`config.mk`:
```
export PLATFORM = sky130hd
export DESIGN_NAME = rgb_to_hsb_convert_unit
export DESIGN_NICKNAME = d
export VERILOG_FILES = /design/src/sv/rthc_pkg.sv /design/src/sv/rthc_front.sv /design/src/sv/rthc_div_cell.sv /design/src/sv/rgb_to_hsb_convert_unit.sv
export VERILOG_INCLUDE_DIRS = /design/src /design/src/sv
export SDC_FILE = /design/constraint.sdc
export NUM_CORES = 2
export LEC_CHECK = 0
export ABC_AREA = 1
export BUFFER_PORTS_ARGS = -buffer_cell sky130_fd_sc_hd__clkbuf_2
export CAP_MARGIN = 20
export CORE_UTILIZATION = 40
export DETAILED_ROUTE_END_ITERATION = 7
export GPL_TIMING_DRIVEN = 0
export PLACE_DENSITY = 0.61
export SLEW_MARGIN = 0
export SYNTH_ARGS = -nofsm -noshare
export SYNTH_HDL_FRONTEND = slang
export SYNTH_SLANG_ARGS = --single-unit
```
`constraint.sdc`:
```
create_clock -name clk -period 22.3 [get_ports clk]
set_input_delay 2.23 -clock clk [delete_from_list [all_inputs] [get_ports clk]]
set_output_delay 2.23 -clock clk [all_outputs]
set_load 0.01 [all_outputs]
```
`src/sv/rgb_to_hsb_convert_unit_assert.svh`:
```
// assertion macros shared by the rgb to hsb conversion modules
`ifndef RGB_TO_HSB_CONVERT_UNIT_ASSERT_SVH
`define RGB_TO_HSB_CONVERT_UNIT_ASSERT_SVH
`ifndef NO_ASSERTIONS
`define RTHC_ASSERT_NOW(label, clk, rst_n, ante, cons) \
    label: assert property (@(posedge clk) disable iff (!rst_n) (ante) |-> (cons)) \
        else $error("rthc check failed");
`define RTHC_ASSERT_NEXT(label, clk, rst_n, ante, cons) \
    label: assert property (@(posedge clk) disable iff (!rst_n) (ante) |=> (cons)) \
        else $error("rthc check failed");
`else
`define RTHC_ASSERT_NOW(label, clk, rst_n, ante, cons)
`define RTHC_ASSERT_NEXT(label, clk, rst_n, ante, cons)
`endif
`endif

```
`src/sv/rthc_pkg.sv`:
```
// types and constants for the rgb to hsb conversion unit
package rthc_pkg;

    localparam int ChanW    = 8;
    localparam int FracW    = 16;
    localparam int RemW     = 11;
    localparam int NumCells = FracW;

    localparam logic [FracW-1:0] OFFSET_RED   = 16'd0;
    localparam logic [FracW-1:0] OFFSET_GREEN = 16'd21845;
    localparam logic [FracW-1:0] OFFSET_BLUE  = 16'd43691;

    typedef enum logic [1:0] {
        SECTOR_RED,
        SECTOR_GREEN,
        SECTOR_BLUE
    } rthc_sector_t;

    typedef struct packed {
        logic [ChanW-1:0] red_in;
        logic [ChanW-1:0] green_in;
        logic [ChanW-1:0] blue_in;
    } rthc_pixel_t;

    typedef struct packed {
        logic [FracW-1:0] hue_out;
        logic [FracW-1:0] saturation_out;
        logic [ChanW-1:0] brightness_out;
    } rthc_hsb_t;

    // one restoring divider lane: partial remainder, dividend bits shifting
    // out on top while quotient bits shift in at the bottom, divisor
    typedef struct packed {
        logic [RemW-1:0]  rem;
        logic [FracW-1:0] bits;
        logic [RemW-1:0]  den;
    } rthc_div_t;

    typedef struct packed {
        rthc_div_t        sat;
        rthc_div_t        hue;
        logic             neg;
        rthc_sector_t     sector;
        logic             grey;
        logic [ChanW-1:0] bright;
    } rthc_stage_t;

endpackage

```
`src/sv/rthc_front.sv`:
```
// front stage: max, min, sector and divider setup for one pixel
module rthc_front (
    input  logic                 clk,
    input  logic                 rst_n,
    input  logic                 pixel_valid,
    input  rthc_pkg::rthc_pixel_t pixel,
    output logic                 ready_up,
    output logic                 valid,
    output rthc_pkg::rthc_stage_t stage,
    input  logic                 ready_dn
);
    import rthc_pkg::*;

    logic              valid_reg;
    logic              valid_next;
    rthc_stage_t       stage_reg;
    rthc_stage_t       stage_next;
    logic [ChanW-1:0]  mx;
    logic [ChanW-1:0]  mn;
    logic [ChanW-1:0]  delta;
    logic signed [ChanW:0] diff;
    logic [ChanW-1:0]  mag;
    logic [23:0]       sat_num;
    rthc_sector_t      sector;

    assign ready_up = !valid_reg || ready_dn;

    always_comb
    begin
        mx = pixel.red_in;
        mn = pixel.red_in;
        if (pixel.green_in > mx)
        begin
            mx = pixel.green_in;
        end
        if (pixel.blue_in > mx)
        begin
            mx = pixel.blue_in;
        end
        if (pixel.green_in < mn)
        begin
            mn = pixel.green_in;
        end
        if (pixel.blue_in < mn)
        begin
            mn = pixel.blue_in;
        end
        delta = mx - mn;

        // first channel in red, green, blue order that holds the max wins
        if (pixel.red_in == mx)
        begin
            sector = SECTOR_RED;
            diff   = $signed({1'b0, pixel.green_in}) - $signed({1'b0, pixel.blue_in});
        end
        else if (pixel.green_in == mx)
        begin
            sector = SECTOR_GREEN;
            diff   = $signed({1'b0, pixel.blue_in}) - $signed({1'b0, pixel.red_in});
        end
        else
        begin
            sector = SECTOR_BLUE;
            diff   = $signed({1'b0, pixel.red_in}) - $signed({1'b0, pixel.green_in});
        end
        mag = diff[ChanW] ? ChanW'(-diff) : diff[ChanW-1:0];

        // delta * 65535 without a multiplier
        sat_num = {delta, 16'h0000} - 24'(delta);

        stage_next.sat.rem  = RemW'(sat_num[23:16]);
        stage_next.sat.bits = sat_num[15:0];
        stage_next.sat.den  = RemW'(mx);
        stage_next.hue.rem  = RemW'(mag);
        stage_next.hue.bits = '0;
        stage_next.hue.den  = RemW'({delta, 2'b00}) + RemW'({delta, 1'b0});
        stage_next.neg      = diff[ChanW];
        stage_next.sector   = sector;
        stage_next.grey     = (delta == '0);
        stage_next.bright   = mx;

        valid_next = pixel_valid;
    end

    always_ff @(posedge clk or negedge rst_n)
    begin
        if (!rst_n)
        begin
            valid_reg <= 1'b0;
        end
        else if (ready_up)
        begin
            valid_reg <= valid_next;
        end
    end

    always_ff @(posedge clk)
    begin
        if (ready_up)
        begin
            stage_reg <= stage_next;
        end
    end

    assign valid = valid_reg;
    assign stage = stage_reg;

endmodule

```
`src/sv/rthc_div_cell.sv`:
```
// one cell of the divider chain: a restoring step on both lanes
module rthc_div_cell (
    input  logic                  clk,
    input  logic                  rst_n,
    input  logic                  valid_in,
    input  rthc_pkg::rthc_stage_t stage_in,
    output logic                  ready_up,
    output logic                  valid,
    output rthc_pkg::rthc_stage_t stage,
    input  logic                  ready_dn
);
    import rthc_pkg::*;

    `include "rgb_to_hsb_convert_unit_assert.svh"

    logic        valid_reg;
    logic        valid_next;
    rthc_stage_t stage_reg;
    rthc_stage_t stage_next;

    function automatic rthc_div_t div_step(input rthc_div_t lane);
        logic [RemW:0] trial;
        logic          fits;
        rthc_div_t     res;
        trial    = {lane.rem, lane.bits[FracW-1]};
        fits     = (trial >= {1'b0, lane.den});
        res.rem  = fits ? RemW'(trial - {1'b0, lane.den}) : RemW'(trial);
        res.bits = {lane.bits[FracW-2:0], fits};
        res.den  = lane.den;
        return res;
    endfunction

    assign ready_up = !valid_reg || ready_dn;

    always_comb
    begin
        stage_next     = stage_in;
        stage_next.sat = div_step(stage_in.sat);
        stage_next.hue = div_step(stage_in.hue);
        valid_next     = valid_in;
    end

    always_ff @(posedge clk or negedge rst_n)
    begin
        if (!rst_n)
        begin
            valid_reg <= 1'b0;
        end
        else if (ready_up)
        begin
            valid_reg <= valid_next;
        end
    end

    always_ff @(posedge clk)
    begin
        if (ready_up)
        begin
            stage_reg <= stage_next;
        end
    end

    assign valid = valid_reg;
    assign stage = stage_reg;

    `RTHC_ASSERT_NOW(a_sat_rem_bound, clk, rst_n, valid_reg && !stage_reg.grey, stage_reg.sat.rem < stage_reg.sat.den)
    `RTHC_ASSERT_NOW(a_hue_rem_bound, clk, rst_n, valid_reg && !stage_reg.grey, stage_reg.hue.rem < stage_reg.hue.den)
    `RTHC_ASSERT_NEXT(a_hold_on_stall, clk, rst_n, valid_reg && !ready_dn, valid_reg && $stable(stage_reg))

endmodule

```
`src/sv/rgb_to_hsb_convert_unit.sv`:
```
// top level of the rgb to hsb conversion unit
//
// pixel channel: red_in, green_in, blue_in (8 bits each) with pixel_valid and
// pixel_stall; a transfer happens on a clock edge with valid high, stall low.
// hsb channel: hue_out and saturation_out (16 bits), brightness_out (8 bits)
// with hsb_valid and hsb_stall, same transfer rule.
// a transferred pixel is loaded into the setup stage (max, min, sector), then
// passes a chain of 16 divider cells that each settle one quotient bit of
// saturation and hue, then one output register that drives hsb_valid.
// throughput is one pixel per cycle while the receiver does not stall; each
// cell only waits on the cell after it, so bubbles close up and a held result
// does not stop the front from filling empty cells.
// when the receiver stalls, the result register holds and stall passes back
// combinationally through occupied cells; pixel_stall rises only once every
// stage is occupied. reset clears the valid flags, not the data registers.
module rgb_to_hsb_convert_unit (
    input  logic                  clk,
    input  logic                  rst_n,
    input  logic                  pixel_valid,
    output logic                  pixel_stall,
    input  rthc_pkg::rthc_pixel_t pixel,
    output logic                  hsb_valid,
    input  logic                  hsb_stall,
    output rthc_pkg::rthc_hsb_t   hsb
);
    import rthc_pkg::*;

    `include "rgb_to_hsb_convert_unit_assert.svh"

    logic [NumCells:0] chain_valid;
    logic [NumCells:0] chain_ready;
    rthc_stage_t       chain_stage [NumCells+1];
    logic              front_ready;
    logic              out_en;
    logic              hsb_valid_reg;
    logic              hsb_valid_next;
    rthc_hsb_t         hsb_reg;
    rthc_hsb_t         hsb_next;
    rthc_stage_t       last;
    logic [FracW-1:0]  offset;
    logic [FracW-1:0]  quot;

    rthc_front u_front (
        .clk         (clk),
        .rst_n       (rst_n),
        .pixel_valid (pixel_valid),
        .pixel       (pixel),
        .ready_up    (front_ready),
        .valid       (chain_valid[0]),
        .stage       (chain_stage[0]),
        .ready_dn    (chain_ready[0])
    );

    assign pixel_stall = !front_ready;

    genvar i;
    generate
        for (i = 0; i < NumCells; i++)
        begin : g_cell
            rthc_div_cell u_cell (
                .clk      (clk),
                .rst_n    (rst_n),
                .valid_in (chain_valid[i]),
                .stage_in (chain_stage[i]),
                .ready_up (chain_ready[i]),
                .valid    (chain_valid[i+1]),
                .stage    (chain_stage[i+1]),
                .ready_dn (chain_ready[i+1])
            );
        end
    endgenerate

    assign out_en                = !hsb_valid_reg || !hsb_stall;
    assign chain_ready[NumCells] = out_en;
    assign last                  = chain_stage[NumCells];

    always_comb
    begin
        unique case (last.sector)
            SECTOR_RED:   offset = OFFSET_RED;
            SECTOR_GREEN: offset = OFFSET_GREEN;
            SECTOR_BLUE:  offset = OFFSET_BLUE;
            default:      offset = OFFSET_RED;
        endcase
    end

    always_comb
    begin
        // magnitude quotient, sign put back so the quotient truncates toward zero
        quot = last.neg ? FracW'(-last.hue.bits) : last.hue.bits;
        if (last.grey)
        begin
            hsb_next.hue_out        = '0;
            hsb_next.saturation_out = '0;
        end
        else
        begin
            hsb_next.hue_out        = offset + quot;
            hsb_next.saturation_out = last.sat.bits;
        end
        hsb_next.brightness_out = last.bright;
        hsb_valid_next          = chain_valid[NumCells];
    end

    always_ff @(posedge clk or negedge rst_n)
    begin
        if (!rst_n)
        begin
            hsb_valid_reg <= 1'b0;
        end
        else if (out_en)
        begin
            hsb_valid_reg <= hsb_valid_next;
        end
    end

    always_ff @(posedge clk)
    begin
        if (out_en)
        begin
            hsb_reg <= hsb_next;
        end
    end

    assign hsb_valid = hsb_valid_reg;
    assign hsb       = hsb_reg;

    `RTHC_ASSERT_NOW(a_grey_hue_zero, clk, rst_n, hsb_valid_reg && hsb_reg.saturation_out == '0, hsb_reg.hue_out == '0)
    `RTHC_ASSERT_NOW(a_black_unsaturated, clk, rst_n, hsb_valid_reg && hsb_reg.brightness_out == '0, hsb_reg.saturation_out == '0)
    `RTHC_ASSERT_NOW(a_empty_out_no_stall, clk, rst_n, !hsb_valid_reg, !pixel_stall)

endmodule
```
==> results.md <==
- Max reg flops: 1016
- Met3 Usage GRT: 0.0204
- Post-CTS setup buffer count: 0
- Final RePlAce weighted congestion: 0.879
- Pre-CTS setup slack: 4.82 ns
- Cells on Worst Hold Path: 0
- Ys flop type: edfxtp_1
- Minimum clock period: roughly 17 ns
- Vias/cell: 4.71
- Slew @ Worst Pin: 1.08 ns
- Most frequent cells in the layout: edfxtp_1, nand2_1, inv_1, o21ai_0, ha_1
- Worst min path class: flop to flop
- Worst path slowest cell: inv_2
- Pre-antenna DRT Iters: 5
- Fin crit share: 0.757
- IO Port Bufs: 69
- Worst setup path class: input port to output pin
- Initial antenna violation count: 0
- Leakage power: 24.7 nW
- Netlist Area Pre-Place: roughly 54000 sq um
- Net Count, Synth: between 5000 and 6000
- Crit. End Element: output pin
- Die Ht: 368 um
- Final wirelength: 86500 um
- Final setup viols: 0
- Most common library cell in the layout ignoring fill and taps: edfxtp_1
- Worst reg2reg path startpoint: hsb_valid$_DFFE_PN0P_
- Sequential Area: 33700 sq um
- Fmax: 59.3 MHz
- Worst Hold End: g_cell[2].u_cell.stage[8]$_DFFE_PP_
- Outcome: finished, final reports clean
- Worst clock skew: 0.0341 ns
- Peak supply drop: between 0.07 and 0.08 mV
- RSZ-0062 raised after global routing: no
- Syn. warnings: 0
- Layout net count: 5218
- DR vias: approximately 31000
- Antenna viol nets, final: 0
- Worst r2r dst: u_front.stage[56]$_DFFE_PN_
- Core ar.: 132000 sq um
- Hold Fails Final Rpt: 0
- Pins over their slew limit: 0
- Number of max-cap violations: 0
- Relative slew slack: 0.273
- CP Buf/Inv Count: 26
- H-Tree Depth: 3
- Post-Synth Adder-Cell Area: 0.0991
- Final HPWL DP: 66100 um
- Top-level port count: 70
- Hold Startpoint: g_cell[1].u_cell.stage[8]$_DFFE_PP_
- Post-synthesis cell type count: 50
- Die width: 368 um
- Max incr delay on CP: 0.75 ns
- R2R Setup Slk: just over 9 ns
- CTS Root Cell: clkbuf_16
- Mux contribution to synthesized area: 0
- Footprint of the multi-input gates: about 17000 sq um
- CP required: 20.07 ns
- Largest net degree at the start of global routing: 76
- Clock sink count: 1125
- CTS clk-pin slew, worst paths: 0.06 ns
- CTS tree: done
- WL/cell: 13.0 um
- Seq cells post-synth: 1125
- Number of global-route vias before repair: 31208
- Simple-gate share of the synthesized area: 0.103
- # fillers: 11846
- PostCTS Resize Cnt: 0
- Asr flop ratio synth: 0.0160
- Setup ws final: around 5.4 ns
- Inst Count DP: 6423
- Critical Path Most Common Cell: inv_2
- Clk_lat worst skew: 0.70 ns
- Fin util: 0.456
- Post-Synth XOR/XNOR Area: 0.0426
- Row count: 133
- CTS max path bufs: 3
- Share of layout cells above drive strength 1: 0.0690
- Met1 usage: 0.137
- CP arrival: 14.64 ns
- DRC: 0
- Syn Area/Cell: 11.7 sq um
- Pwr/cell area: between 100 and 150 nW/um^2
- Number of CTS-inserted buffers: 114
- Gr busiest metal: met2
- Crit path max-delay family: buffers and inverters
- Compound-Gate Fraction of Synth Area: 0.0744
- Met2 usage: 0.249
- Crit Path Max Fanout: between 70 and 80
- Worst r2r path cells: 42
- Area growth syn-to-layout: 12.5%
- Initial Utilization: 0.405
- Post-synth EDFFs: 1107
- Cells after Synth: 4584
- Crit start category: input port
- Gr usage total: 0.128
- Post-synthesis sequential area ratio: 0.628
- DRT iter0 DRCs: 1463
- Overflow after GRT: 0
- Post-route insts no fill: 6636
- # diodes: 0
- First-pass GRT wire length: approximately 140000 um
- Die Area: roughly 140000 sq um
- CTS Hold Bufs: 0
- Main combinational cell family by area after synthesis: simple AND/OR/NAND/NOR gates
## logic make-up after synthesis
family,count (synthesis)
and+or+nand+nor,1309
adders and majority gates,403
AOI/OAI and AO/OA,748
buffers and inverters,738
xor gates and xnor gates,261
DFF,1125
## how the worst max path moves through the flow
| stage | start | to | cells past startpoint |
|---|---|---|---|
| 6_report | hsb_stall | pixel_stall | 44 |
| 5_1_grt | hsb_stall | pixel_stall | 44 |
| 4_1_cts | hsb_stall | pixel_stall | 44 |
| 3_5_place_dp | hsb_stall | pixel_stall | 44 |
| 3_3_place_gp | hsb_stall | pixel_stall | 36 |
| 2_1_floorplan | hsb_stall | pixel_stall | 34 |
## power by group
group | switching, W | internal, W | leakage, nW
clock network | 0.000769 | 0.00113 | 1.85
logic | 0.00181 | 0.00118 | 11.8
registers | 0.000282 | 0.00327 | 11.0
total | 0.00286 | 0.00558 | 24.7
## through the flow
step	hold slack [ns]	setup TNS [ns]	instance area [sq um]	power, W
final	0.389	0	60300	0.00845
after global routing	0.392	0	60300	0.00911
after CTS	0.382	0	60300	0.00854
after detailed placement	0.405	0	56500	0.00660
after global placement	0.402	-1.38	56200	0.00648
after floorplan	0.400	0	53600	0.00587
## cell type report
cell class | instances | share of cell area
Buffer | 40 | 0.00295
Sequential cell | 1125 | 0.559
Timing Repair Buffer | 87 | 0.0110
Multi-Input combinational cell | 2721 | 0.284
Tap cell | 1755 | 0.0364
Clock inverter | 52 | 0.0111
Inverter | 698 | 0.0435
Clock buffer | 158 | 0.0521
## per-layer routing
metal | vias to the layer above | share of wire | wire, um
li1 | 16176 | - | -
met1 | 14554 | 0.40 | 34600
met2 | 375 | 0.54 | 46700
met3 | 179 | 0.030 | 2600
met4 | 0 | 0.031 | 2690
met5 | - | 0 | 0
## cell usage after synthesis (36+ instances only)
library cell     n  area share
edfxtp_1      1107        0.62
nand2_1        727       0.051
inv_1          671       0.047
o21ai_0        379       0.035
ha_1           367       0.086
nor2_1         279       0.020
a21oi_1        275       0.026
xor2_1         183       0.030
nand3_1        138       0.013
xnor2_1         78       0.013
nor3_1          51      0.0048
fa_1            36       0.013
## worst reg2reg max path: cells and delay by family (launching register included)
kind,cells,cell delay [ns]
and+or+nand+nor,18,1.87
buffers and inverters,24,10.53
DFF,1,0.42
Note: power is estimated with default switching activity, not from simulation.
